### config.mk
export PLATFORM = sky130hd
export DESIGN_NAME = sma_mul
export DESIGN_NICKNAME = d
export VERILOG_FILES = /design/src/hdl/sma_pkg.sv /design/src/hdl/sma_mul.sv
export SDC_FILE = /design/constraint.sdc
export NUM_CORES = 2
export LEC_CHECK = 0
export BUFFER_PORTS_ARGS = -buffer_cell sky130_fd_sc_hd__buf_4
export CAP_MARGIN = 0
export CORE_MARGIN = 2
export CORE_UTILIZATION = 55
export DETAILED_ROUTE_END_ITERATION = 6
export GPL_ROUTABILITY_DRIVEN = 0
export PLACE_DENSITY_LB_ADDON = 0.05
export SLEW_MARGIN = 25
export SYNTH_ARGS = -nofsm -noshare
export SYNTH_HDL_FRONTEND = slang
export SYNTH_SLANG_ARGS = --single-unit
### constraint.sdc
create_clock -name clock -period 12.7 [get_ports clock]
set_clock_uncertainty 0.05 [all_clocks]
set_input_delay 2.54 -clock clock [delete_from_list [all_inputs] [get_ports clock]]
set_output_delay 2.54 -clock clock [all_outputs]
set_load 0.02 [all_outputs]
### src/hdl/sma_pkg.sv
// Shared types, op codes and error codes of the stack machine ALU.
package sma_pkg;

   // Entry and field widths
   localparam int DataWidth  = 64;
   localparam int OpWidth    = 4;
   localparam int CountWidth = 9;
   localparam int ErrWidth   = 2;
   localparam int DefaultStackDepth = 256;

   // Op codes
   localparam logic [OpWidth-1:0] OpConst = 4'd0;
   localparam logic [OpWidth-1:0] OpAdd   = 4'd1;
   localparam logic [OpWidth-1:0] OpSub   = 4'd2;
   localparam logic [OpWidth-1:0] OpMul   = 4'd3;
   localparam logic [OpWidth-1:0] OpMax   = 4'd4;
   localparam logic [OpWidth-1:0] OpMin   = 4'd5;
   localparam logic [OpWidth-1:0] OpDiv   = 4'd6;
   localparam logic [OpWidth-1:0] OpNeg   = 4'd7;
   localparam logic [OpWidth-1:0] OpDup   = 4'd8;
   localparam logic [OpWidth-1:0] OpSwap  = 4'd9;

   // Error codes
   localparam logic [ErrWidth-1:0] ErrOk      = 2'd0;
   localparam logic [ErrWidth-1:0] ErrUnder   = 2'd1;
   localparam logic [ErrWidth-1:0] ErrOver    = 2'd2;
   localparam logic [ErrWidth-1:0] ErrDivZero = 2'd3;

   // Command to one stack cell
   typedef struct packed {
      logic load;      // take the load data
      logic shift_dn;  // take the entry from the cell above (push)
      logic shift_up;  // take the entry from the cell below (pop)
   } sma_cell_cmd_type;

endpackage

### src/hdl/sma_mul.sv
// Wrapping 64-bit multiplier built from one shared 32x32 multiplier.
module sma_mul
   import sma_pkg::*;
(
   input  logic                 clock,
   input  logic                 reset,
   input  logic                 start,
   input  logic [DataWidth-1:0] op_a,
   input  logic [DataWidth-1:0] op_b,
   output logic                 busy,
   output logic                 done,
   output logic [DataWidth-1:0] product
);

   localparam int HalfWidth = DataWidth / 2;

   logic [DataWidth-1:0] a_ff, b_ff;
   logic [DataWidth-1:0] acc_ff, acc_in;
   logic [DataWidth-1:0] prod_ff, prod_in;
   logic [1:0]           phase_ff, phase_in;
   logic                 busy_ff, busy_in;
   logic                 done_ff, done_in;
   logic [HalfWidth-1:0] mul_x, mul_y;

   // Pick the partial product for this phase
   always_comb begin
      unique case (phase_ff)
         2'd0: begin
            mul_x = a_ff[HalfWidth-1:0];
            mul_y = b_ff[HalfWidth-1:0];
         end
         2'd1: begin
            mul_x = a_ff[HalfWidth-1:0];
            mul_y = b_ff[DataWidth-1:HalfWidth];
         end
         default: begin
            mul_x = a_ff[DataWidth-1:HalfWidth];
            mul_y = b_ff[HalfWidth-1:0];
         end
      endcase
      prod_in = DataWidth'(mul_x) * DataWidth'(mul_y);
   end

   // Advance the phase and fold the registered product into the sum
   always_comb begin
      acc_in   = acc_ff;
      phase_in = phase_ff;
      busy_in  = busy_ff;
      done_in  = 1'b0;
      if (start) begin
         acc_in   = '0;
         phase_in = 2'd0;
         busy_in  = 1'b1;
      end else if (busy_ff) begin
         phase_in = phase_ff + 2'd1;
         unique case (phase_ff)
            2'd0:    acc_in = acc_ff;
            2'd1:    acc_in = acc_ff + prod_ff;
            default: acc_in = acc_ff + {prod_ff[HalfWidth-1:0], {HalfWidth{1'b0}}};
         endcase
         if (phase_ff == 2'd3) begin
            busy_in = 1'b0;
            done_in = 1'b1;
         end
      end
   end

   always_ff @(posedge clock) begin
      if (reset) begin
         phase_ff <= 2'd0;
         busy_ff  <= 1'b0;
         done_ff  <= 1'b0;
      end else begin
         phase_ff <= phase_in;
         busy_ff  <= busy_in;
         done_ff  <= done_in;
      end
   end

   always_ff @(posedge clock) begin
      if (start) begin
         a_ff <= op_a;
         b_ff <= op_b;
      end
      acc_ff  <= acc_in;
      prod_ff <= prod_in;
   end

   assign busy    = busy_ff;
   assign done    = done_ff;
   assign product = acc_ff;

endmodule

==> metrics <==
outcome=finished, final reports clean; Slew Viols, Final=0; routed wl met2=69000 um; pin count of the biggest net entering global routing=83; register area share after synthesis=14.2%; gr usage total=35.8%; reg2reg setup slack=2310 ps; RSZ-0062 raised after global routing=false; Worst Path Max Fanout=37; final core area utilization=60.4%; fin crit period=10390 ps; post-route cell area=49600 sq um; Final Hold Viols=0; ANT nets after route=0; DRC=0; routed length per instance=24.5 um; synthesis-to-layout area growth=8.34%; Post-synth ARST share=0%; Inst Count DP=6083; metal1 wirelength=57000 um; TritonRoute pass-1 iters=5; Req. time, crit path=13150 ps; R2R Path Start=phase_ff[0]$_SDFFE_PP0P_; Clock Sinks=260; crit path max-delay cell type=mux2i_2; total I/O pin count=197; ys flop type=dfxtp_1; Vias per Instance=5.88; largest cells by area after synthesis=fa_1 (39%), ha_1 (9.9%), edfxtp_1 (8.4%), inv_1 (7.2%), nor2_1 (6.3%); I/O Buffers=196; Die X-Extent=293 um; Worst setup EP type=flip-flop; post-CTS sizing=0; largest stage delay on the critical path=950 ps; Fmax=96.3 MHz; DP HPWL=120000 um; Syn Inst Count=4964; Slew headroom=25.6%; r2r endpoint=prod_ff[59]$_DFF_P_; cell area after synthesis=45800 sq um; Post-synth EDFFs=128; non-filler cells in the finished layout=6143; initial antenna violation count=2; first-pass GRT wire length=226000 um; hold path start=product[0]$_SDFFE_PP0P_; post-synth top area share=39.2%; nets@finish=6436; WL final=150000 um; core box area=82200 sq um; Placed Area=48500 sq um; R2R cell count=29; metal3 WL=12500 um; commonest non-fill, non-tap cell in the layout=fa_1; hold path cells=2; Least-Margin Pin Slew=1090 ps; die height=293 um; most frequent cells in the layout=fa_1 (898), inv_1 (880), nor2_1 (763), nand2_1 (517), ha_1 (360); Finish-stage setup viols=0; top sig layer=met4; H-tree depth=1; DR vias=36100; worst-skew pair later-pin latency=660 ps; Synth Area per Inst=9.23 sq um; cell mode on critical path=fa_1; fin crit share=81.8%; Yosys cell types=85; buffer depth of the longest clock path=3; initial drt markers=2957; TritonCTS clock tree=done; Num CTS Buffers=31; Synth area leader=fa_1; # hold bufs at CTS=0; Hold Path Sink=product[0]$_SDFFE_PP0P_; total gr overflow=0; Critical Path Source Type=flip-flop; setup bufs post-CTS=0; Max-Cap Viols=0; root buf cell=clkbuf_16; Clock Pin Slew Worst Setup and Hold Paths=70 ps; Tightest Hold Check Type=flip-flop to flip-flop; share of cells above drive strength 1=9.54%; die area=85600 sq um; setup tns final=0 ps; critical path class=flip-flop to flip-flop; # rows=105; Syn. warnings=0; data arrival time of the critical path=10840 ps; crit path launch=phase_ff[0]$_SDFFE_PP0P_; Syn Nets=6354; vias in the first global route=37400; initial core utilization=55.7%; flops & latches, synth=260
-- cell usage after synthesis, drive strengths merged, types with 62 or more instances --
cell	count
nor2	765
ha	361
nand2	519
edfxtp	128
fa	898
inv	881
o21ai	112
clkbuf	195
a21oi	172
mux2	62
dfxtp	132
xnor2	90
mux2i	68
a21o	77
-- state kept, by name, indices dropped and copies added (netlist names) --
name      flops
busy          1
b_ff         64
a_ff         64
product      64
phase_ff      2
prod_ff      64
done          1
-- through the flow --
stage                     hold WS (ps)  setup WS, ps
final                              477          2310
after floorplan                    459          3700
after global routing               484          1950
after global placement             435          2650
after CTS                          463          2430
after detailed placement           452          2480
-- layout make-up --
type	count	area, sq um
well taps	1070	1340
diodes	2	5.00
clock buffers	43	936
multi-input cells	3600	35400
inverters	881	3310
fillers	7366	32600
flip-flops and latches	260	6490
repair buffers	272	2050
clock inverters	15	163
-- critical path, delay by kind of cell (launching register included) --
family / cells / cell delay, ps
compound gates: 7 / 1800
xor+xnor: 1 / 140
fa+ha+maj: 10 / 4840
buf+inv: 6 / 1380
flops: 1 / 470
mux: 1 / 950
simple gates: 4 / 580
-- logic make-up (layout without fill, tap and decap cells) --
family | count (synthesis) | count (layout) | share of synthesized area [%]
AOI/OAI and AO/OA | 584 | 584 | 8.54
adders and majority gates | 1259 | 1259 | 49.1
buffers and inverters | 1104 | 1211 | 9.30
and+or+nand+nor | 1480 | 1480 | 13.1
xor gates and xnor gates | 147 | 147 | 2.81
muxes | 130 | 130 | 3.01
other | 0 | 2 | 0
DFF | 260 | 260 | 14.2
-- worst max-delay path by stage --
stage                                endpoint  cells past startpoint  slack (ps)
after floorplan           prod_ff[59]$_DFF_P_                     32        3700
after global placement    prod_ff[59]$_DFF_P_                     28        2650
after detailed placement  prod_ff[59]$_DFF_P_                     29        2480
after CTS                 prod_ff[59]$_DFF_P_                     29        2430
after global routing      prod_ff[62]$_DFF_P_                     27        1950
final                     prod_ff[59]$_DFF_P_                     29        2310
-- metal layers --
layer,vias up,global-route usage [%]
met3,459,6.18
li1,15700,-
met4,0,23.0
met5,-,0
met1,18200,45.6
met2,1793,56.7
Power is not shown: default switching activity piles up to over one toggle a cycle in this logic, so the estimate is an artifact.
