===== config.mk =====
export PLATFORM = sky130hd
export DESIGN_NAME = sma_cell
export DESIGN_NICKNAME = d
export VERILOG_FILES = /design/src/hdl/sma_pkg.sv /design/src/hdl/sma_cell.sv
export SDC_FILE = /design/constraint.sdc
export NUM_CORES = 1
export LEC_CHECK = 0
export BUFFER_PORTS_ARGS = -buffer_cell sky130_fd_sc_hd__buf_2
export CAP_MARGIN = 20
export CORE_MARGIN = 2
export CORE_UTILIZATION = 31
export CTS_BUF_LIST = sky130_fd_sc_hd__clkbuf_8
export DETAILED_ROUTE_END_ITERATION = 16
export PLACE_DENSITY = 0.68
export SETUP_SLACK_MARGIN = 0.05
export SYNTH_ARGS = -nofsm -noshare
export SYNTH_HDL_FRONTEND = slang
export SYNTH_SLANG_ARGS = --single-unit

===== constraint.sdc =====
create_clock -name clock -period 2.55 [get_ports clock]
set_input_delay 0.51 -clock clock [delete_from_list [all_inputs] [get_ports clock]]
set_output_delay 0.51 -clock clock [all_outputs]
set_load 0.01 [all_outputs]

===== src/hdl/sma_pkg.sv =====
// Shared types, op codes and error codes of the stack machine ALU.
package sma_pkg;

   // Entry and field widths
   localparam int DataWidth  = 64;
   localparam int OpWidth    = 4;
   localparam int CountWidth = 9;
   localparam int ErrWidth   = 2;
   localparam int DefaultStackDepth = 256;

   // Op codes
   localparam logic [OpWidth-1:0] OpConst = 4'd0;
   localparam logic [OpWidth-1:0] OpAdd   = 4'd1;
   localparam logic [OpWidth-1:0] OpSub   = 4'd2;
   localparam logic [OpWidth-1:0] OpMul   = 4'd3;
   localparam logic [OpWidth-1:0] OpMax   = 4'd4;
   localparam logic [OpWidth-1:0] OpMin   = 4'd5;
   localparam logic [OpWidth-1:0] OpDiv   = 4'd6;
   localparam logic [OpWidth-1:0] OpNeg   = 4'd7;
   localparam logic [OpWidth-1:0] OpDup   = 4'd8;
   localparam logic [OpWidth-1:0] OpSwap  = 4'd9;

   // Error codes
   localparam logic [ErrWidth-1:0] ErrOk      = 2'd0;
   localparam logic [ErrWidth-1:0] ErrUnder   = 2'd1;
   localparam logic [ErrWidth-1:0] ErrOver    = 2'd2;
   localparam logic [ErrWidth-1:0] ErrDivZero = 2'd3;

   // Command to one stack cell
   typedef struct packed {
      logic load;      // take the load data
      logic shift_dn;  // take the entry from the cell above (push)
      logic shift_up;  // take the entry from the cell below (pop)
   } sma_cell_cmd_type;

endpackage


===== src/hdl/sma_cell.sv =====
// One stack entry: holds, loads, or takes a neighbour's entry.
module sma_cell
   import sma_pkg::*;
(
   input  logic                 clock,
   input  sma_cell_cmd_type     cmd,
   input  logic [DataWidth-1:0] load_data,
   input  logic [DataWidth-1:0] up_data,
   input  logic [DataWidth-1:0] dn_data,
   output logic [DataWidth-1:0] entry
);

   logic [DataWidth-1:0] entry_ff;
   logic [DataWidth-1:0] entry_in;

   // Select the next entry
   always_comb begin
      priority if (cmd.load) begin
         entry_in = load_data;
      end else if (cmd.shift_dn) begin
         entry_in = up_data;
      end else if (cmd.shift_up) begin
         entry_in = dn_data;
      end else begin
         entry_in = entry_ff;
      end
   end

   always_ff @(posedge clock) begin
      entry_ff <= entry_in;
   end

   assign entry = entry_ff;

endmodule


==> summary.txt, run 1 <==
Placement
  • Setup slack at placement: roughly 0.6 ns
  • IO buf count: roughly 260
  • Hpwl dp: just over 7000 microns
  • RD Place Congestion: slightly below 0.8
  • Inst Count DP: 657
  • Placed Area: between 4000 and 5000 sq um

Setup path
  • CP endpoint kind: flop
  • Arr. time, crit path: 1.65 ns
  • Max Fanout on Critical Path: 35
  • CP Launch Type: input port
  • Critical-path cell list: buf_4 > buf_12 > mux2i_1 > o21ai_1
  • Setup CP Type: input port to flop
  • Worst EP required: about 2.6 ns
  • Buf+Inv Stages, Crit Path: 2
  • Family with the most delay on the worst path: buffers and inverters
  • Slowest CP cell: buf_4
  • Worst path max stage delay: between 0.4 and 0.5 ns

Floorplanning
  • Die X: ~110 microns
  • Io pins: 260
  • Die footprint: between 10000 and 15000 sq um
  • Core area: 10280 sq um
  • Initial Util: roughly a third
  • Site row count: 37
  • Die H: around 110 microns

Route
  • Total Routed Length: between 9000 and 10000 microns
  • DRC errors left: 0
  • DR pass1 iterations: 4
  • Iter 0 DRT Violations: 131
  • Post-route ant nets: 0
  • Post-DR vias/cell: around 4.5
  • Drt wl/cell: between 10 and 15 microns
  • Vias: about 3000

Timing
  • Final setup fails: 0
  • Max-Slew Margin vs Limit: between 60% and 70%
  • Setup ws final: 0.9524 ns
  • Setup tns final: 0 ns
  • F_max: between 0.6 and 0.7 GHz
  • Final Max Slew Viols: 0
  • RSZ-0062 raised after global routing: no
  • Fin. Hold Viols: 0
  • Worst Tran Pin Value: around 0.55 ns
  • Final critical-path required period: 1.598 ns
  • Period utilisation layout: around 63%

Finish
  • Layout Utilization: a little under half
  • Filler-free cell count of the finished design: between 600 and 700
  • Nets@finish: roughly 730
  • ANT cells: 0
  • Layout area overhead: 48.76%
  • Max FFs per register: 64
  • Fill count: slightly above 1000
  • Layout cell share with drive strength beyond 1: 51.40%
  • Design area: slightly below 5000 sq um

Clock network
  • CTS H-Tree Depth: 3
  • Num CTS Buffers: 9
  • CTS clk-pin slew, worst paths: ~0.07 ns
  • CTS tree: done
  • CTS resizes: 0
  • Worst-case clock buffer depth: 2
  • # hold bufs at CTS: 0
  • Clock Sinks: 64
  • Clk root buf: clkbuf_8
  • Post-CTS Setup Bufs: 0

GRT
  • Total congestion overflow: 0
  • Initial antenna violation count: 0
  • Tot GR Track Use: roughly 16%
  • First-pass GRT wire length: approximately 14000 microns
  • Largest net degree at the start of global routing: approximately 130
  • Vias in the first global route: 3045

Logic synthesis
  • Number of distinct library cells after synthesis: 10
  • Synth Cell Area: between 3000 and 4000 sq um
  • Sequential element share of the synthesized area: between 50% and 60%
  • Post-synthesis cell count: 278
  • Seq cells post-synth: 64
  • Mean Syn Cell Area: around 12 sq um
  • Synthesized Nets: around 470
  • Synth warn: 0

Status
  • Status: complete, no violations

Power and ir drop
  • P_leak: roughly 0.0025 uW
  • Peak supply drop: approximately 0.28 mV
  • Pwr Density: approximately 570 nW/um^2

Min path
  • Worst Hold Class: input port to flop

Flow run
  • Number of max-cap violations: 0
-- layout make-up --
class	instances	area, sq um	area share, %
clock buffer	9	123.9	2.545
clock inverter	7	78.83	1.620
multi-input combinational	193	1209	24.83
sequential	64	1922	39.49
tap	136	170.2	3.496
timing repair buffer	264	1364	28.02
-- through the flow --
stage / hold WS (ns) / power [uW]
floorplan: 0.7035 / 1610
global placement: 0.7970 / 1898
detailed placement: 0.8015 / 1916
CTS: 0.4364 / 2827
global route: 0.4519 / 2914
finish: 0.4631 / 2786
-- placed cells by master, fill, tap and decap left out, drive strengths merged --
cell    instances
edfxtp         64
o21ai          64
inv             2
bufinv          2
clkinv          3
or3             1
nand2          64
clkbuf          9
buf           264
mux2i          64
-- worst paths after layout --
check,start,end,slack [ns],cells after the start
setup / recovery,cmd[1],entry[4],0.95,4
hold / removal,load_data[38],entry[38],0.46,3
-- power by group --
group / leakage [uW] / internal, uW / total [uW] / switching (uW)
clock network: 0.000108 / 534 / 903 / 370
logic: 0.00167 / 271 / 555 / 284
registers: 0.000677 / 1300 / 1330 / 30.3
-- logic make-up (layout without fill, tap and decap cells) --
kind of cell / Yosys count / in the layout / share of synthesized area (%)
flops: 64 / 64 / 58.74
buf+inv: 21 / 280 / 4.360
simple gates: 65 / 65 / 7.534
mux: 64 / 64 / 19.58
compound gates: 64 / 64 / 9.790
-- cells in the mapped netlist, drive strengths merged --
cell,instances,share of area (%)
buf,13,3.4
clkbuf,8,0.92
edfxtp,64,59
mux2i,64,20
nand2,64,7.3
o21ai,64,9.8
or3,1,0.19
-- per-layer routing --
| layer | vias to the layer above | part of all wire, % | global-route usage, % |
|---|---|---|---|
| li1 | 1524 | - | - |
| met1 | 1351 | 36 | 15.52 |
| met2 | 151 | 52 | 30.30 |
| met3 | 21 | 8.2 | 3.891 |
| met4 | 0 | 3.0 | 8.349 |
| met5 | - | 0 | 0 |
(Power assumes the default switching activity.)
==> inputs of run 2 (changes only) <==
Settings changed: PLACE_DENSITY 0.68 to 0.66.
Clock period 2.55 ns to 1.5 ns, I/O delays scaled along.
==> run 2 against run 1 <==
Compared with the run above:
- sequential share of layout area fell by 0.58 points
- total power rose by 65%
- non-clock buffer count rose by 3
- sequential power rose by 69%
- first-iteration DRC count fell by 19%
- die area did not move
- cell count rose by 0.45%
- highest routed layer unchanged
- flip-flop and latch count did not move
- critical path depth fell by 3
- via count fell by 1.4%
==> summary.txt, run 2 (synthesis gave the netlist of run 1 again) <==
Status
  • Status: complete, no violations

GRT
  • Total congestion overflow: 0 (unchanged)
  • First-pass GRT wire length: 12960 microns (-6.4%)
  • Initial antenna violation count: 0 (unchanged)
  • Tot GR Track Use: 14.69% (-1.1 points)
  • Largest net degree at the start of global routing: 47 (-64%)
  • Vias in the first global route: 2855 (-6.2%)

Finish
  • Area of the multi-input gates: 1212 sq um (+0.31%)
  • Reg area: 1922 sq um (unchanged)
  • Most common cell after layout, fill and taps aside: buf_2
  • Layout Utilization: 48.06% (+0.71 points)
  • Nets@finish: 731 (+0.41%)
  • Max FFs per register: 64 (unchanged)
  • Fill count: 981 (-4.0%)
  • Layout area overhead: 50.98%
  • Layout cell share with drive strength beyond 1: 52.22% (+0.83 points)
  • Filler-free cell count of the finished design: 676 (+0.45%)
  • Most frequent cells in the layout: buf_2 (257), mux2i_1 (64), nand2_1 (64), o21ai_1 (64), edfxtp_1 (64)
  • ANT cells: 0 (unchanged)

Setup path
  • Family with the most delay on the worst path: flip-flops
  • Setup CP Type: flop to output pin
  • Worst path depth: 1 (-3)
  • Worst EP required: 1.20 ns (-1.40 ns)
  • Crit path launch: entry[0]
  • CP Launch Type: flop
  • Worst path max stage delay: 0.38 ns (-0.06 ns)
  • Max Fanout on Critical Path: 1 (-97%)
  • CP endpoint kind: output pin
  • Arr. time, crit path: 0.86 ns (-0.79 ns)
  • Slowest CP cell: edfxtp_1
  • Setup crit end: entry[0]
  • Critical-path cell list: buf_2
  • Buf+Inv Stages, Crit Path: 1 (-1)

Power and ir drop
  • Combinational power share: 21.0% (+1.1 points)
  • Seq pwr share: 48.8% (+1.2 points)
  • Clock group share of total power: 30.2% (-2.2 points)
  • P_leak: 0.002478 uW (+0.96%)
  • P_sw: 1167 uW (+71%)
  • Switching share of power: 25.35% (+0.80 points)
  • Cell Int Power: 3436 uW (+63%)
  • Peak supply drop: 0.4525 mV (+62%)
  • Pwr Density: 931.9 nW/um^2 (+63%)
  • Total power: 4603 uW (+65%)

Route
  • Drt wl/cell: 12.80 microns (-6.3%)
  • Post-route ant nets: 0 (unchanged)
  • Iter 0 DRT Violations: 106 (-19%)
  • Post-DR vias/cell: 4.442 (-1.9%)
  • DR pass1 iterations: 4 (unchanged)
  • DRC errors left: 0 (unchanged)
  • Total Routed Length: 8652 microns (-5.8%)
  • Vias: 3003 (-1.4%)

Placement
  • Hpwl dp: 6928 microns (-4.0%)
  • Setup slack at placement: 0.1766 ns (-0.4224 ns)
  • RD Place Congestion: 0.7547 (-1.9%)
  • IO buf count: 259 (unchanged)
  • Inst Count DP: 660 (+0.46%)

Timing
  • Setup tns final: 0 ns (unchanged)
  • Worst Tran Pin Value: 0.2940 ns (-0.2595 ns)
  • RSZ-0062 raised after global routing: no
  • Final setup fails: 0 (unchanged)
  • Final Max Slew Viols: 0 (unchanged)
  • Period utilisation layout: between 70 and 80%
  • Final critical-path required period: about 1.2 ns
  • Max-Slew Margin vs Limit: 80.40% (+17 points)
  • Setup ws final: 0.3364 ns (-0.6160 ns)
  • Fin. Hold Viols: 0 (unchanged)
  • F_max: between 0.8 and 0.9 GHz

Flow run
  • Number of max-cap violations: 0 (unchanged)

Clock network
  • # hold bufs at CTS: 0 (unchanged)
  • CTS clk-pin slew, worst paths: 0.07 ns (about the same)
  • CTS tree: done
  • CTS H-Tree Depth: 3 (unchanged)
  • Num CTS Buffers: 9 (unchanged)
  • CTS resizes: 0 (unchanged)
  • Clk root buf: clkbuf_8
  • Worst-case clock buffer depth: 2 (unchanged)
  • Clock Sinks: 64 (unchanged)
  • Post-CTS Setup Bufs: 0 (unchanged)

Floorplanning
  • Die footprint: 11390 sq um (unchanged)
  • Site row count: 37 (unchanged)
  • Die H: 106.7 microns (unchanged)
  • Io pins: 260 (unchanged)
  • Initial Util: 31.84% (unchanged)
  • Core area: 10280 sq um (unchanged)
  • Die X: 106.7 microns (unchanged)

Min path
  • Worst Hold Class: input port to flop
## run 2: changes by cell type in the layout (fill, tap and decap cells not counted), moves of 2 or more
cell        previous run  this run
buf_4                  5         3
clkinvlp_4             0         2
clkinv_2               0         2
inv_1                  2         0
buf_12                 2         7
## run 2: per-stage QoR
stage                     hold WS (ns)  area (sq um)
final                           0.2492          4940
after global placement          0.5884          4753
after floorplan                 0.4935          3277
after CTS                       0.2242          4940
after global routing            0.2345          4940
after detailed placement        0.5892          4753
## run 2: how the worst min path moves through the flow
stage / startpoint / endpoint / slack [ns] / cells past startpoint
2_1_floorplan: load_data[61] / entry[61] / 0.49 / 2
3_3_place_gp: load_data[17] / entry[17] / 0.59 / 3
3_5_place_dp: load_data[27] / entry[27] / 0.59 / 3
4_1_cts: load_data[8] / entry[8] / 0.22 / 3
5_1_grt: load_data[27] / entry[27] / 0.23 / 3
6_report: load_data[8] / entry[8] / 0.25 / 3
## run 2: layout make-up
type                       count  share of cell area [%]
tap                          136                   3.445
clock inverter                 7                   1.266
multi-input combinational    193                   24.54
timing repair buffer         267                   29.33
sequential                    64                   38.91
clock buffer                   9                   2.508
## run 2: tightest hold or removal path: stages
cell	delay, ns
buf_2	0.07
nand2_1	0.04
o21ai_1	0.06
## run 2: power by group through the flow
stage          Sequential (uW)  Clock, uW  Combinational [uW]
3_5_place_dp              2290          0                 985
4_1_cts                   2250       1450                 986
3_3_place_gp              2280          0                 964
6_report                  2250       1390                 966
5_1_grt                   2270       1530                1060
2_1_floorplan             2410          0                 324
## run 2: metal layers
layer / vias to the layer above / wire (microns) / GRT usage [%]
li1: 1526 / - / -
met3: 15 / 739 / 4.438
met2: 139 / 4576 / 26.93
met4: 0 / 163 / 6.957
met1: 1323 / 3172 / 15.22
met5: - / 0 / 0
==> inputs of run 3 (changes only) <==
Clock period 1.5 ns to 1.2 ns, I/O delays scaled along.
==> run 3 against run 2 <==
Compared with the run above:
- sequential power rose by 25%
- count of clock-buffer cells in the layout did not move
- largest cell class unchanged
- highest routed layer unchanged
- via count fell by 0.60%
==> summary.txt, run 3 (synthesis gave the netlist of run 1 again) <==
Clock network
  • CTS clk-pin slew, worst paths: 0.07 ns (about the same)
  • CTS H-Tree Depth: 3 (unchanged)
  • Clock Sinks: 64 (unchanged)
  • Clk root buf: clkbuf_8
  • CTS tree: done
  • Num CTS Buffers: 9 (unchanged)
  • Worst-case clock buffer depth: 2 (unchanged)

Floorplanning
  • Io pins: 260 (unchanged)
  • Core area: 10280 sq um (unchanged)
  • Die footprint: 11390 sq um (unchanged)
  • Die H: 106.7 microns (unchanged)
  • Site row count: 37 (unchanged)
  • Initial Util: 31.84% (unchanged)
  • Die X: 106.7 microns (unchanged)

Timing
  • Fin. Hold Viols: 0 (unchanged)
  • Final setup fails: 0 (unchanged)
  • Final critical-path required period: 1.100 ns
  • Worst Tran Pin Value: 0.2389 ns (-0.05502 ns)
  • Setup tns final: 0 ns (unchanged)
  • RSZ-0062 raised after global routing: yes
  • Final Max Slew Viols: 0 (unchanged)
  • Max-Slew Margin vs Limit: 84.07% (+3.7 points)
  • F_max: 0.9087 GHz
  • Period utilisation layout: 91.71%

Setup path
  • Arr. time, crit path: 0.86 ns (about the same)
  • Setup CP Type: flop to output pin
  • Family with the most delay on the worst path: flip-flops
  • Worst path max stage delay: 0.38 ns (about the same)
  • Max Fanout on Critical Path: 1 (unchanged)
  • Slowest CP cell: edfxtp_1
  • CP endpoint kind: output pin
  • Worst EP required: 0.96 ns (-0.24 ns)
  • CP Launch Type: flop
  • Buf+Inv Stages, Crit Path: 1 (unchanged)
  • Critical-path cell list: buf_2

Placement
  • Placed Area: 4741 sq um (-0.26%)
  • Hpwl dp: 7028 microns (+1.4%)
  • IO buf count: 259 (unchanged)
  • RD Place Congestion: 0.8035 (+6.5%)

Finish
  • Layout cell share with drive strength beyond 1: 52.04% (-0.18 points)
  • ANT cells: 0 (unchanged)
  • Layout Utilization: 47.82% (-0.24 points)
  • Layout area overhead: 50.21%
  • Most common cell after layout, fill and taps aside: buf_2
  • Design area: 4915 sq um (-0.51%)
  • Nets@finish: 731 (unchanged)
  • Most frequent cells in the layout: buf_2 (257), mux2i_1 (64), nand2_1 (64), o21ai_1 (64), edfxtp_1 (64)
  • Max FFs per register: 64 (unchanged)

Min path
  • Worst Hold Class: input port to flop

Power and ir drop
  • Combinational power share: 21.2% (+0.2 points)
  • Pwr Density: 1155 nW/um^2 (+24%)
  • Clock group share of total power: 29.2% (-1.0 points)
  • P_leak: 0.002469 uW (-0.35%)
  • Total power: 5676 uW (+23%)
  • P_sw: 1403 uW (+20%)
  • Cell Int Power: 4273 uW (+24%)
  • Switching share of power: 24.72% (-0.64 points)
  • Seq pwr share: 49.5% (+0.7 points)
  • Peak supply drop: 0.4960 mV (+9.6%)

GRT
  • Tot GR Track Use: 14.70% (about the same)
  • Vias in the first global route: 2947 (+3.2%)
  • First-pass GRT wire length: 13100 microns (+1.1%)
  • Total congestion overflow: 0 (unchanged)
  • Largest net degree at the start of global routing: 64 (+36%)
  • Initial antenna violation count: 0 (unchanged)

Route
  • Post-DR vias/cell: 4.429 (-0.30%)
  • DRC errors left: 0 (unchanged)
  • Vias: 2985 (-0.60%)
  • Iter 0 DRT Violations: 108 (+1.9%)
  • Drt wl/cell: 12.66 microns (-1.1%)
  • DR pass1 iterations: 4 (unchanged)
  • Post-route ant nets: 0 (unchanged)
  • Total Routed Length: 8531 microns (-1.4%)

Flow run
  • Number of max-cap violations: 0 (unchanged)

Status
  • Status: complete, no violations
-- run 3: through the flow --
| stage | std cells | setup slack, ns | hold WS (ns) |
|---|---|---|---|
| CTS | 674 | 0.06642 | 0.1714 |
| global route | 674 | 0.04847 | 0.1853 |
| global placement | 660 | -0.01403 | 0.5289 |
| detailed placement | 660 | -0.02054 | 0.5274 |
| finish | 674 | 0.09953 | 0.1924 |
| floorplan | 278 | -0.1141 | 0.4335 |
-- run 3: final timing paths --
check / end / startpoint / slack [ns] / cells after the start
worst max-delay path: entry[63] / entry[63] / 0.1 / 1
worst min-delay path: entry[20] / load_data[20] / 0.19 / 3
-- run 3: area by class of cell --
| cell class | count | area, sq um |
|---|---|---|
| clock buffer | 9 | 123.9 |
| clock inverter | 5 | 50.05 |
| fill | 980 | 5363 |
| multi-input combinational | 193 | 1212 |
| sequential | 64 | 1922 |
| tap | 136 | 170.2 |
| timing repair buffer | 267 | 1436 |
-- run 3: what timing repair did --
action / in CTS / in global routing
hold buffers: 0 / 0
gates resized for setup: 0 / 0
setup buffers: 0 / 0
setup endpoints to repair: 0 / 2
-- run 3: power by group through the flow --
stage	combinational, uW	sequential [uW]	clock, uW
finish	1210	2810	1660
global route	1320	2840	1810
CTS	1230	2810	1730
detailed placement	1230	2860	0
global placement	1210	2850	0
floorplan	409	3020	0
-- run 3: metal layers --
metal	wire (microns)	global-route usage [%]	share of wire (%)	up-vias
li1	-	-	-	1523
met1	3037	14.89	36	1299
met2	4563	27.16	53	144
met3	726	4.377	8.5	19
met4	203	7.421	2.4	0
met5	0	0	0	-
