[src/hdl/sma_pkg.sv]
// Shared types, op codes and error codes of the stack machine ALU.
package sma_pkg;

   // Entry and field widths
   localparam int DataWidth  = 64;
   localparam int OpWidth    = 4;
   localparam int CountWidth = 9;
   localparam int ErrWidth   = 2;
   localparam int DefaultStackDepth = 256;

   // Op codes
   localparam logic [OpWidth-1:0] OpConst = 4'd0;
   localparam logic [OpWidth-1:0] OpAdd   = 4'd1;
   localparam logic [OpWidth-1:0] OpSub   = 4'd2;
   localparam logic [OpWidth-1:0] OpMul   = 4'd3;
   localparam logic [OpWidth-1:0] OpMax   = 4'd4;
   localparam logic [OpWidth-1:0] OpMin   = 4'd5;
   localparam logic [OpWidth-1:0] OpDiv   = 4'd6;
   localparam logic [OpWidth-1:0] OpNeg   = 4'd7;
   localparam logic [OpWidth-1:0] OpDup   = 4'd8;
   localparam logic [OpWidth-1:0] OpSwap  = 4'd9;

   // Error codes
   localparam logic [ErrWidth-1:0] ErrOk      = 2'd0;
   localparam logic [ErrWidth-1:0] ErrUnder   = 2'd1;
   localparam logic [ErrWidth-1:0] ErrOver    = 2'd2;
   localparam logic [ErrWidth-1:0] ErrDivZero = 2'd3;

   // Command to one stack cell
   typedef struct packed {
      logic load;      // take the load data
      logic shift_dn;  // take the entry from the cell above (push)
      logic shift_up;  // take the entry from the cell below (pop)
   } sma_cell_cmd_type;

endpackage

[src/hdl/sma_div.sv]
// Truncating signed divider, one quotient bit per cycle.
module sma_div
   import sma_pkg::*;
(
   input  logic                 clock,
   input  logic                 reset,
   input  logic                 start,
   input  logic [DataWidth-1:0] num,
   input  logic [DataWidth-1:0] den,
   output logic                 busy,
   output logic                 done,
   output logic [DataWidth-1:0] quotient
);

   localparam int CntWidth = $clog2(DataWidth);
   localparam logic [CntWidth-1:0] LastStep = CntWidth'(DataWidth - 1);

   logic [DataWidth-1:0] rem_ff, dvd_ff, md_ff;
   logic                 neg_ff;
   logic [CntWidth-1:0]  cnt_ff;
   logic                 busy_ff, done_ff;
   logic [DataWidth:0]   trial;

   assign trial = {rem_ff, dvd_ff[DataWidth-1]} - {1'b0, md_ff};

   // Control: count the steps
   always_ff @(posedge clock) begin
      if (reset) begin
         busy_ff <= 1'b0;
         done_ff <= 1'b0;
         cnt_ff  <= '0;
      end else begin
         done_ff <= 1'b0;
         if (start) begin
            busy_ff <= 1'b1;
            cnt_ff  <= '0;
         end else if (busy_ff) begin
            cnt_ff <= cnt_ff + 1'b1;
            if (cnt_ff == LastStep) begin
               busy_ff <= 1'b0;
               done_ff <= 1'b1;
            end
         end
      end
   end

   // Datapath: restoring division on magnitudes
   always_ff @(posedge clock) begin
      if (start) begin
         rem_ff <= '0;
         dvd_ff <= num[DataWidth-1] ? -num : num;
         md_ff  <= den[DataWidth-1] ? -den : den;
         neg_ff <= num[DataWidth-1] ^ den[DataWidth-1];
      end else if (busy_ff) begin
         if (!trial[DataWidth]) begin
            rem_ff <= trial[DataWidth-1:0];
            dvd_ff <= {dvd_ff[DataWidth-2:0], 1'b1};
         end else begin
            rem_ff <= {rem_ff[DataWidth-2:0], dvd_ff[DataWidth-1]};
            dvd_ff <= {dvd_ff[DataWidth-2:0], 1'b0};
         end
      end
   end

   assign busy     = busy_ff;
   assign done     = done_ff;
   assign quotient = neg_ff ? -dvd_ff : dvd_ff;

endmodule

[config.mk]
export PLATFORM = sky130hd
export DESIGN_NAME = sma_div
export DESIGN_NICKNAME = d
export VERILOG_FILES = /design/src/hdl/sma_pkg.sv /design/src/hdl/sma_div.sv
export SDC_FILE = /design/constraint.sdc
export NUM_CORES = 1
export LEC_CHECK = 0
export BUFFER_PORTS_ARGS = -buffer_cell sky130_fd_sc_hd__buf_2
export CORE_MARGIN = 1
export CORE_UTILIZATION = 25
export DETAILED_ROUTE_END_ITERATION = 7
export PLACE_DENSITY = 0.47
export SLEW_MARGIN = 10
export SYNTH_ARGS = -nofsm -noshare
export SYNTH_HDL_FRONTEND = slang
export SYNTH_SLANG_ARGS = --single-unit
export TNS_END_PERCENT = 10
[constraint.sdc]
create_clock -name clock -period 5.4 [get_ports clock]
set_clock_uncertainty 0.05 [all_clocks]
set_input_delay 1.35 -clock clock [delete_from_list [all_inputs] [get_ports clock]]
set_output_delay 1.35 -clock clock [all_outputs]
set_load 0.01 [all_outputs]
==> results of run 1 <==
-- worst register-to-register path: cells and delay by family (launching register included) --
| family | cells | cell delay, ns |
|---|---|---|
| AOI/OAI and AO/OA | 6 | 1.41 |
| buffers and inverters | 3 | 0.66 |
| adders and majority gates | 2 | 0.65 |
| DFF | 1 | 0.53 |
| muxes | 1 | 0.43 |
| and+or+nand+nor | 2 | 0.34 |
| xor gates and xnor gates | 1 | 0.21 |
-- flip-flops by register name (all words and copies together) (netlist names) --
name and flops:
neg_ff 1, done 1, cnt_ff 6, busy 1, dvd_ff 64, md_ff 64
rem_ff 64
-- power by group --
| group | internal [W] | leakage [nW] | total [W] | switching, W |
|---|---|---|---|---|
| Clock | 0.00108 | 0.413 | 0.00176 | 0.000686 |
| Combinational | 0.000588 | 4.69 | 0.00145 | 0.000864 |
| Sequential | 0.00181 | 1.86 | 0.00194 | 0.000132 |
| Total | 0.00348 | 6.96 | 0.00516 | 0.00168 |
-- synth_stat cells (all sizes together) (27+ instances only) --
cell type and number:
dfxtp 72, edfxtp 129, o21ai 116, nand2 138, o31ai 51, nor3 30
nand3 27, clkbuf 88, mux2i 54, a21o 32, nor2 181, a21oi 161
ha 68, xnor2 158, inv 93, a211oi 54, xor2 91, or3 35
-- cells by family (layout without fill, tap and decap cells) --
group                    Yosys count  after routing  synth area share
adder cells (fa/ha/maj)           69             69            0.0557
buffers and inverters            190            357            0.0463
multiplexers                      61             61            0.0396
AND/OR/NAND/NOR                  544            544             0.170
flip-flops                       201            201             0.340
AO/OA/AOI/OAI                    517            517             0.209
other                              0              1                 0
XOR/XNOR                         249            249             0.139
-- per-layer routing --
layer  routed length [microns]  vias to the layer above  track usage  share of wire
met5                        63                        -            0         0.0013
met4                      1190                       10       0.0371          0.025
met3                      2380                       69       0.0249          0.051
met2                     21100                      316        0.237           0.45
met1                     22200                     6565        0.190           0.47
li1                          -                     6938            -              -
-- metrics by stage --
stage	worst slack [ns]	util
after floorplan	0.913	-
after global placement	0.535	0.283
after detailed placement	0.482	0.283
after CTS	0.0922	0.298
after global routing	0.00906	0.298
final	0.266	0.298
-- final cells by class --
| type | instances | area (sq um) |
|---|---|---|
| Antenna cell | 1 | 2.50 |
| Clock buffer | 34 | 722 |
| Clock inverter | 14 | 145 |
| Fill cell | 6670 | 43300 |
| Inverter | 93 | 349 |
| Multi-Input combinational cell | 1440 | 9640 |
| Sequential cell | 201 | 5320 |
| Tap cell | 837 | 1050 |
| Timing Repair Buffer | 216 | 1180 |
-- worst max path at each step --
stage / from / endpoint / slack [ns] / depth (start not counted)
global route: dvd_ff[25] / quotient[57] / 0.009 / 8
CTS: dvd_ff[14] / quotient[57] / 0.09 / 10
finish: dvd_ff[5] / quotient[57] / 0.27 / 11
detailed placement: dvd_ff[0] / quotient[58] / 0.48 / 13
global placement: dvd_ff[5] / quotient[58] / 0.53 / 11
floorplan: num[28] / dvd_ff[60] / 0.91 / 10
-- repair_timing --
item	in CTS	in global routing
pin swaps	0	1
hold buffers	0	0
gates resized for setup	2	4
setup endpoints to repair	4	4
setup buffers	0	1
==> Implementation_results.wiki, run 1 <==
{| class="wikitable"
! Metric !! Value
|-
| Outcome || finished clean
|-
| Detailed router's first-iteration violation count || 713
|-
| Sequential fraction of the synthesis area || 0.340
|-
| Number of antenna violations at the first check in global routing || 6
|-
| Yosys top cell by area || sky130_fd_sc_hd__edfxtp_1
|-
| Leak pwr || a little under 7 nW
|-
| Min Clock Period, post-route || 5.13 ns
|-
| Via count || 13,900
|-
| Worst R2R Start || dvd_ff[63]
|-
| Synthesized netlist cell count || 1,831
|-
| Layout overhead on the synthesized area || 17.7%
|-
| Share of cells above drive strength 1 || 0.148
|-
| Normalized max-slew margin || 0.291
|-
| Proportion of synthesized flip-flops having asynchronous set or reset || 0
|-
| Chip height || approximately 250 microns
|-
| Die width || 252 microns
|-
| Post-synth cell types || 71
|-
| Hold Crit Endpoint || cnt_ff[5]
|-
| Cell Count, Final, Fillers Out || 2,836
|-
| CTS tree || built
|-
| Number of endpoints with negative hold slack in the final report || 0
|-
| Area share of the largest cell type after synthesis || 0.248
|-
| Number of buffer cells added on primary ports || 196
|-
| Class of the worst hold path || reg -> reg
|-
| First-pass GRT wire length || 73,400 microns
|-
| Pwr/cell area || 280 mW/mm^2
|-
| Detailed placement HPWL || 36,200 microns
|-
| Cell Count Post-Placement || 2,786
|-
| Floorplan Core Area || about 0.062 sq mm
|-
| Ordered cell list for the critical path || or3_1 > nor3_1 > nand4_1 > buf_4 > nor3_2 > nand4_1 > or2_1 > or3_1 > o31ai_1 > xnor2_1 > buf_2
|-
| Clock latency of the later-clocked register in the worst-skew pair || 0.55 ns
|-
| Detailed-route DRC error count || 0
|-
| Final critical-path share of the clock period || 0.951
|-
| Average cell area after synthesis || roughly 8.5 sq um
|-
| Number of cell rows || 91
|-
| ANT nets after route || 0
|-
| Top fanout value on the critical path || 5
|-
| Worst supply voltage drop on vdd || 0.190 mV
|-
| Maximum number of pins on one net before global-route repair || 150
|-
| Final routed wire length divided by cell count || 16.5 microns
|-
| Classification of the worst setup path || reg -> out
|-
| Clock H-tree levels || 1
|-
| Highest-count cells in the layout ignoring fill and taps || sky130_fd_sc_hd__buf_2, sky130_fd_sc_hd__nor2_1, sky130_fd_sc_hd__a21oi_1
|-
| Total number of yosys warnings || 0
|-
| Buffers from clock root to sink, at most || 3
|-
| Max-cap violation count || 0
|-
| Clock root buffer || sky130_fd_sc_hd__clkbuf_16
|-
| Clock buffers created by TritonCTS || 26
|-
| Worst Tran Pin Value || 1.06 ns
|-
| Combined area of all synthesized cells || ~0.016 sq mm
|-
| GR Util All Layers || 0.143
|-
| Cells on worst reg2reg path || 15
|-
| Worst hold margin || 0.430 ns
|-
| Starting density of the core || 0.253
|-
| Commonest register cell after synthesis || sky130_fd_sc_hd__edfxtp_1
|-
| Required time at the endpoint of the critical path || 4.00 ns
|-
| Total Nets Final || between 2,000 and 2,500
|-
| Endpoint kind of the worst setup timing path || output pin
|-
| Crit path largest cell delay || between 0.4 and 0.5 ns
|-
| Post-Layout Inst Area || 0.0184 sq mm
|-
| RSZ-0062 raised after global routing || no
|-
| EDFF count, synth || 129
|-
| Maximum clock rate || 195 MHz
|-
| Worst path bufs/invs || 2
|-
| Number of max-slew violations in the final report || 0
|-
| Vias in the first global route || 13,500
|-
| Worst reg-to-reg setup slack || 1.03 ns
|-
| Hold path startpoint || cnt_ff[5]
|-
| Pre-antenna DRT Iters || 7
|-
| Die outline area || 0.0636 sq mm
|-
| Worst Hold Path Cells || 2
|-
| Total of flip-flops plus latches after synthesis || 201
|-
| Most frequent standard cell in the layout excluding fill and tap cells || sky130_fd_sc_hd__buf_2
|-
| Power, Total || 0.00516 W
|-
| Routability cong. || 0.868
|-
| Total negative slack || 0 ns
|-
| Critical Path Source Type || flop
|-
| Syn_nets || 2,031
|-
| Count of boundary I/O pins || 197
|-
| Clock-pin slew reported for the worst setup and hold paths after clock tree synthesis || ~0.050 ns
|-
| Final number of setup-violating endpoints || 0
|-
| Overflow after GRT || 0
|-
| Detailed-route wire length || 46,900 microns
|-
| Via-to-Cell Ratio || 4.90
|-
| Reg-to-Reg End || rem_ff[2]
|-
| Clk sinks || 201
|-
| Top cells by area, synth || sky130_fd_sc_hd__edfxtp_1, sky130_fd_sc_hd__dfxtp_1, sky130_fd_sc_hd__xnor2_1
|-
| Arrival time of data at the critical path endpoint || between 3 and 4 ns
|-
| Slowest cell on the critical path || sky130_fd_sc_hd__or3_1
|-
| Placed Area || 0.0175 sq mm
|-
| Worst path top cell family by delay || simple AND/OR/NAND/NOR gates
|}
Note: power is estimated with default switching activity, not from simulation.
==> run 2, diff against run 1 <==
--- a/config.mk
+++ b/config.mk
@@ -5,12 +5,13 @@
 export SDC_FILE = /design/constraint.sdc
 export NUM_CORES = 1
 export LEC_CHECK = 0
+export ABC_AREA = 1
 export BUFFER_PORTS_ARGS = -buffer_cell sky130_fd_sc_hd__buf_2
 export CORE_MARGIN = 1
 export CORE_UTILIZATION = 25
 export DETAILED_ROUTE_END_ITERATION = 7
-export PLACE_DENSITY = 0.47
-export SLEW_MARGIN = 10
+export PLACE_DENSITY = 0.46
+export SLEW_MARGIN = 20
 export SYNTH_ARGS = -nofsm -noshare
 export SYNTH_HDL_FRONTEND = slang
 export SYNTH_SLANG_ARGS = --single-unit
==> Implementation_results.wiki, run 2 <==
{| class="wikitable"
! Metric !! Value
|-
| Layout overhead on the synthesized area || 15.3%
|-
| Combined area of all synthesized cells || 0.0203 sq mm (+30%)
|-
| Power, Total || 0.00507 W (-1.8%)
|-
| Syn_nets || 3,619 (+78%)
|-
| Pwr/cell area || 216 mW/mm^2 (-23%)
|-
| Clk sinks || 201 (unchanged)
|-
| CTS tree || built
|-
| Maximum clock rate || 206 MHz (+5.7%)
|-
| Fraction of power consumed by the clock network || 0.390 (+0.048)
|-
| Required time at the endpoint of the critical path || 4.00 ns (about the same)
|-
| Total of flip-flops plus latches after synthesis || 201 (unchanged)
|-
| Total negative slack || 0 ns (unchanged)
|-
| Total internal power || 0.00334 W (-3.9%)
|-
| Cts repair resizes || 0 (-2)
|-
| Mux share of post-synthesis cell area || 0 (-0.0396)
|-
| Total number of yosys warnings || 0 (unchanged)
|-
| Portion of total power attributed to sequential cells || 0.369 (-0.008)
|-
| Cells on worst reg2reg path || 20 (+5)
|-
| Die outline area || 0.0824 sq mm (+30%)
|-
| Die width || 287 microns (+14%)
|-
| Post-synthesis share of cell area spent on xor and xnor gates || 0.0823 (-0.0571)
|-
| Reported net switching power || 0.00173 W (+2.6%)
|-
| Maximum number of pins on one net before global-route repair || 66 (-56%)
|-
| Synthesized netlist cell count || 3,419 (+87%)
|-
| Proportion of synthesized flip-flops having asynchronous set or reset || 0 (unchanged)
|-
| Vias in the first global route || 19,800 (+47%)
|-
| First-pass GRT wire length || 119,000 microns (+63%)
|-
| Crit path largest cell delay || 0.60 ns (+0.16 ns)
|-
| Slowest cell on the critical path || sky130_fd_sc_hd__a21oi_1
|-
| ANT nets after route || 0 (unchanged)
|-
| Detailed-route wire length || 78,600 microns (+68%)
|-
| Number of max-slew violations in the final report || 0 (unchanged)
|-
| Yosys top cell by area || sky130_fd_sc_hd__nand2_1
|-
| Combinational fraction of design power || 0.241 (-0.041)
|-
| Leading post-synthesis cells by instance count || sky130_fd_sc_hd__nand2_1, sky130_fd_sc_hd__inv_1, sky130_fd_sc_hd__nor2_1, sky130_fd_sc_hd__nand3_1, sky130_fd_sc_hd__xor2_1
|-
| Hold path startpoint || rem_ff[37]
|-
| Normalized max-slew margin || 0.372 (+0.0807)
|-
| Via-to-Cell Ratio || 4.48 (-8.5%)
|-
| Worst R2R Start || dvd_ff[63]
|-
| Post-synthesis compound-gate area fraction || 0.0598 (-0.150)
|-
| Reg-to-Reg End || rem_ff[22]
|-
| Clock buffers created by TritonCTS || 28 (+7.7%)
|-
| Area share of the largest cell type after synthesis || 0.211 (-0.0370)
|-
| Leak pwr || 12.0 nW (+72%)
|-
| Floorplan Core Area || 0.0805 sq mm (+31%)
|-
| RSZ-0062 raised after global routing || no
|-
| Final Worst Setup Slack || 0.545 ns (+0.279 ns)
|-
| Share of total power consumed by net switching || 0.341 (+0.0144)
|-
| Sequential fraction of the synthesis area || 0.261 (-0.0784)
|-
| Number of endpoints with negative hold slack in the final report || 0 (unchanged)
|-
| Buffers inserted during post-CTS setup optimization || 0 (unchanged)
|-
| Critical Path Source Type || flop
|-
| Starting density of the core || 0.252 (-0.00107)
|-
| Highest-count cells in the layout ignoring fill and taps || sky130_fd_sc_hd__nand2_1, sky130_fd_sc_hd__inv_1, sky130_fd_sc_hd__nor2_1
|-
| Count of boundary I/O pins || 197 (unchanged)
|-
| Final core utilization || 0.291 (-0.00727)
|-
| Clock-pin slew reported for the worst setup and hold paths after clock tree synthesis || 0.07 ns (+0.02 ns)
|-
| Final number of setup-violating endpoints || 0 (unchanged)
|-
| Registers with the highest flip-flop counts || dvd_ff x64, md_ff x64, rem_ff x64
|-
| Top cells by area, synth || sky130_fd_sc_hd__nand2_1, sky130_fd_sc_hd__edfxtp_1, sky130_fd_sc_hd__inv_1
|-
| Average cell area after synthesis || 5.94 sq um (-30%)
|-
| Post-synth cell types || 44 (-38%)
|-
| Arrival time of data at the critical path endpoint || 3.45 ns (-0.28 ns)
|-
| Detailed placement HPWL || 66,200 microns (+83%)
|-
| Detailed router's first-iteration violation count || 1,460 (+100%)
|-
| Number of buffer cells added on primary ports || 196 (unchanged)
|-
| Worst supply voltage drop on vdd || 0.223 mV (+17%)
|-
| EDFF count, synth || 129 (unchanged)
|-
| Pre-antenna DRT Iters || 8 (+1)
|-
| Min Clock Period, post-route || 4.85 ns (-0.279 ns)
|-
| Worst path most repeated cell || sky130_fd_sc_hd__nand2_1
|-
| Buffers from clock root to sink, at most || 3 (unchanged)
|-
| Routability cong. || 0.945 (+8.8%)
|-
| Max-cap violation count || 0 (unchanged)
|-
| Worst reg-to-reg setup slack || 1.65 ns (+0.62 ns)
|-
| Overflow after GRT || 0 (unchanged)
|-
| Hold Crit Endpoint || rem_ff[37]
|-
| Final critical-path share of the clock period || 0.899 (-0.0517)
|-
| Ordered cell list for the critical path || inv_1 > ha_1 > nand3_1 > nor2_1 > nand2_1 > nor2_1 > nand3b_1 > nand2_1 > nand2_1 > a21oi_1 > o21ai_0 > xor2_1 > buf_2
|-
| Final routed wire length divided by cell count || 16.8 microns (+1.5%)
|-
| Classification of the worst setup path || reg -> out
|-
| Clock latency of the later-clocked register in the worst-skew pair || 0.58 ns (+0.03 ns)
|-
| Endpoint kind of the worst setup timing path || output pin
|-
| Chip height || 287 microns (+14%)
|-
| Commonest register cell after synthesis || sky130_fd_sc_hd__edfxtp_1
|-
| Top fanout value on the critical path || 5 (unchanged)
|-
| Total Nets Final || 3,795 (+74%)
|-
| Number of buffers added to fix hold violations after cts || 0 (unchanged)
|-
| Simple-gate share of the synthesized area || 0.406 (+0.236)
|-
| Worst Tran Pin Value || 0.941 ns (-0.122 ns)
|-
| Worst Hold Path Cells || 2 (unchanged)
|-
| Post-Synth Adder-Cell Area || 0.0428 (-0.0128)
|-
| Number of antenna violations at the first check in global routing || 13 (+7)
|-
| Outcome || finished clean
|-
| Class of the worst hold path || reg -> reg
|-
| Worst hold margin || 0.422 ns (-0.00859 ns)
|-
| Clock H-tree levels || 1 (unchanged)
|-
| Via count || 21,000 (+51%)
|-
| Detailed-route DRC error count || 0 (unchanged)
|-
| Post-placement worst setup slack || 1.18 ns (+0.695 ns)
|-
| Number of cell rows || 104 (+14%)
|-
| Share of cells above drive strength 1 || 0.0943 (-0.0539)
|-
| Clock root buffer || sky130_fd_sc_hd__clkbuf_16
|-
| Most common cell in the synthesized netlist || sky130_fd_sc_hd__nand2_1
|-
| Main combinational cell family by area after synthesis || simple AND/OR/NAND/NOR gates
|-
| GR Util All Layers || 0.188 (+0.0451)
|-
| Most frequent standard cell in the layout excluding fill and tap cells || sky130_fd_sc_hd__nand2_1
|}
-- run 2: layout make-up --
class	count	area, sq um
Antenna cell	6	15.0
Clock buffer	34	743
Clock inverter	18	230
Fill cell	9185	57100
Inverter	702	2640
Multi-Input combinational cell	2449	12000
Sequential cell	201	5320
Tap cell	1060	1330
Timing Repair Buffer	213	1160
-- run 2: kinds of logic (layout without fill, tap and decap cells) --
family,after synthesis,after routing
other,0,6
adders and majority gates,69,69
DFF,201,201
buffers and inverters,769,967
AOI/OAI and AO/OA,232,232
xor gates and xnor gates,191,191
and+or+nand+nor,1957,1957
-- run 2: critical path: cells and delay by family, from the launching register on --
| family | cells | cell delay (ns) |
|---|---|---|
| XOR/XNOR | 1 | 0.19 |
| flip-flops | 1 | 0.39 |
| buffers and inverters | 2 | 0.26 |
| AO/OA/AOI/OAI | 2 | 0.84 |
| AND/OR/NAND/NOR | 7 | 0.99 |
| adder cells (fa/ha/maj) | 1 | 0.21 |
-- run 2: worst max path at each step --
stage                     startpoint            to  slack [ns]  depth (start not counted)
final                      dvd_ff[0]  quotient[48]        0.55                         13
after global routing       dvd_ff[0]  quotient[56]        0.30                         13
after CTS                  dvd_ff[0]  quotient[48]        0.52                         13
after detailed placement   dvd_ff[1]  quotient[48]        1.18                         13
after global placement     dvd_ff[0]  quotient[48]        1.20                         13
after floorplan                start     dvd_ff[0]        1.58                          5
-- run 2: metrics by stage --
step | std cells | cell area [sq um]
after global routing | 4681 | 23400
after global placement | 4624 | 22400
after CTS | 4677 | 23400
final | 4683 | 23400
after detailed placement | 4625 | 22400
after floorplan | 3419 | 20300
-- run 2: layer usage --
layer	part of all wire	wire length, microns	GRT usage
met5	0.0012	92	0
met4	0.022	1760	0.0435
met3	0.050	3910	0.0188
met2	0.46	35900	0.311
met1	0.47	36900	0.261
-- run 2: power groups by stage --
stage	Clock, W	Sequential (W)	Combinational, W
floorplan	0	0.00186	0.000715
global placement	0	0.00190	0.00122
detailed placement	0	0.00190	0.00121
CTS	0.00203	0.00187	0.00122
global route	0.00208	0.00188	0.00134
finish	0.00198	0.00187	0.00122
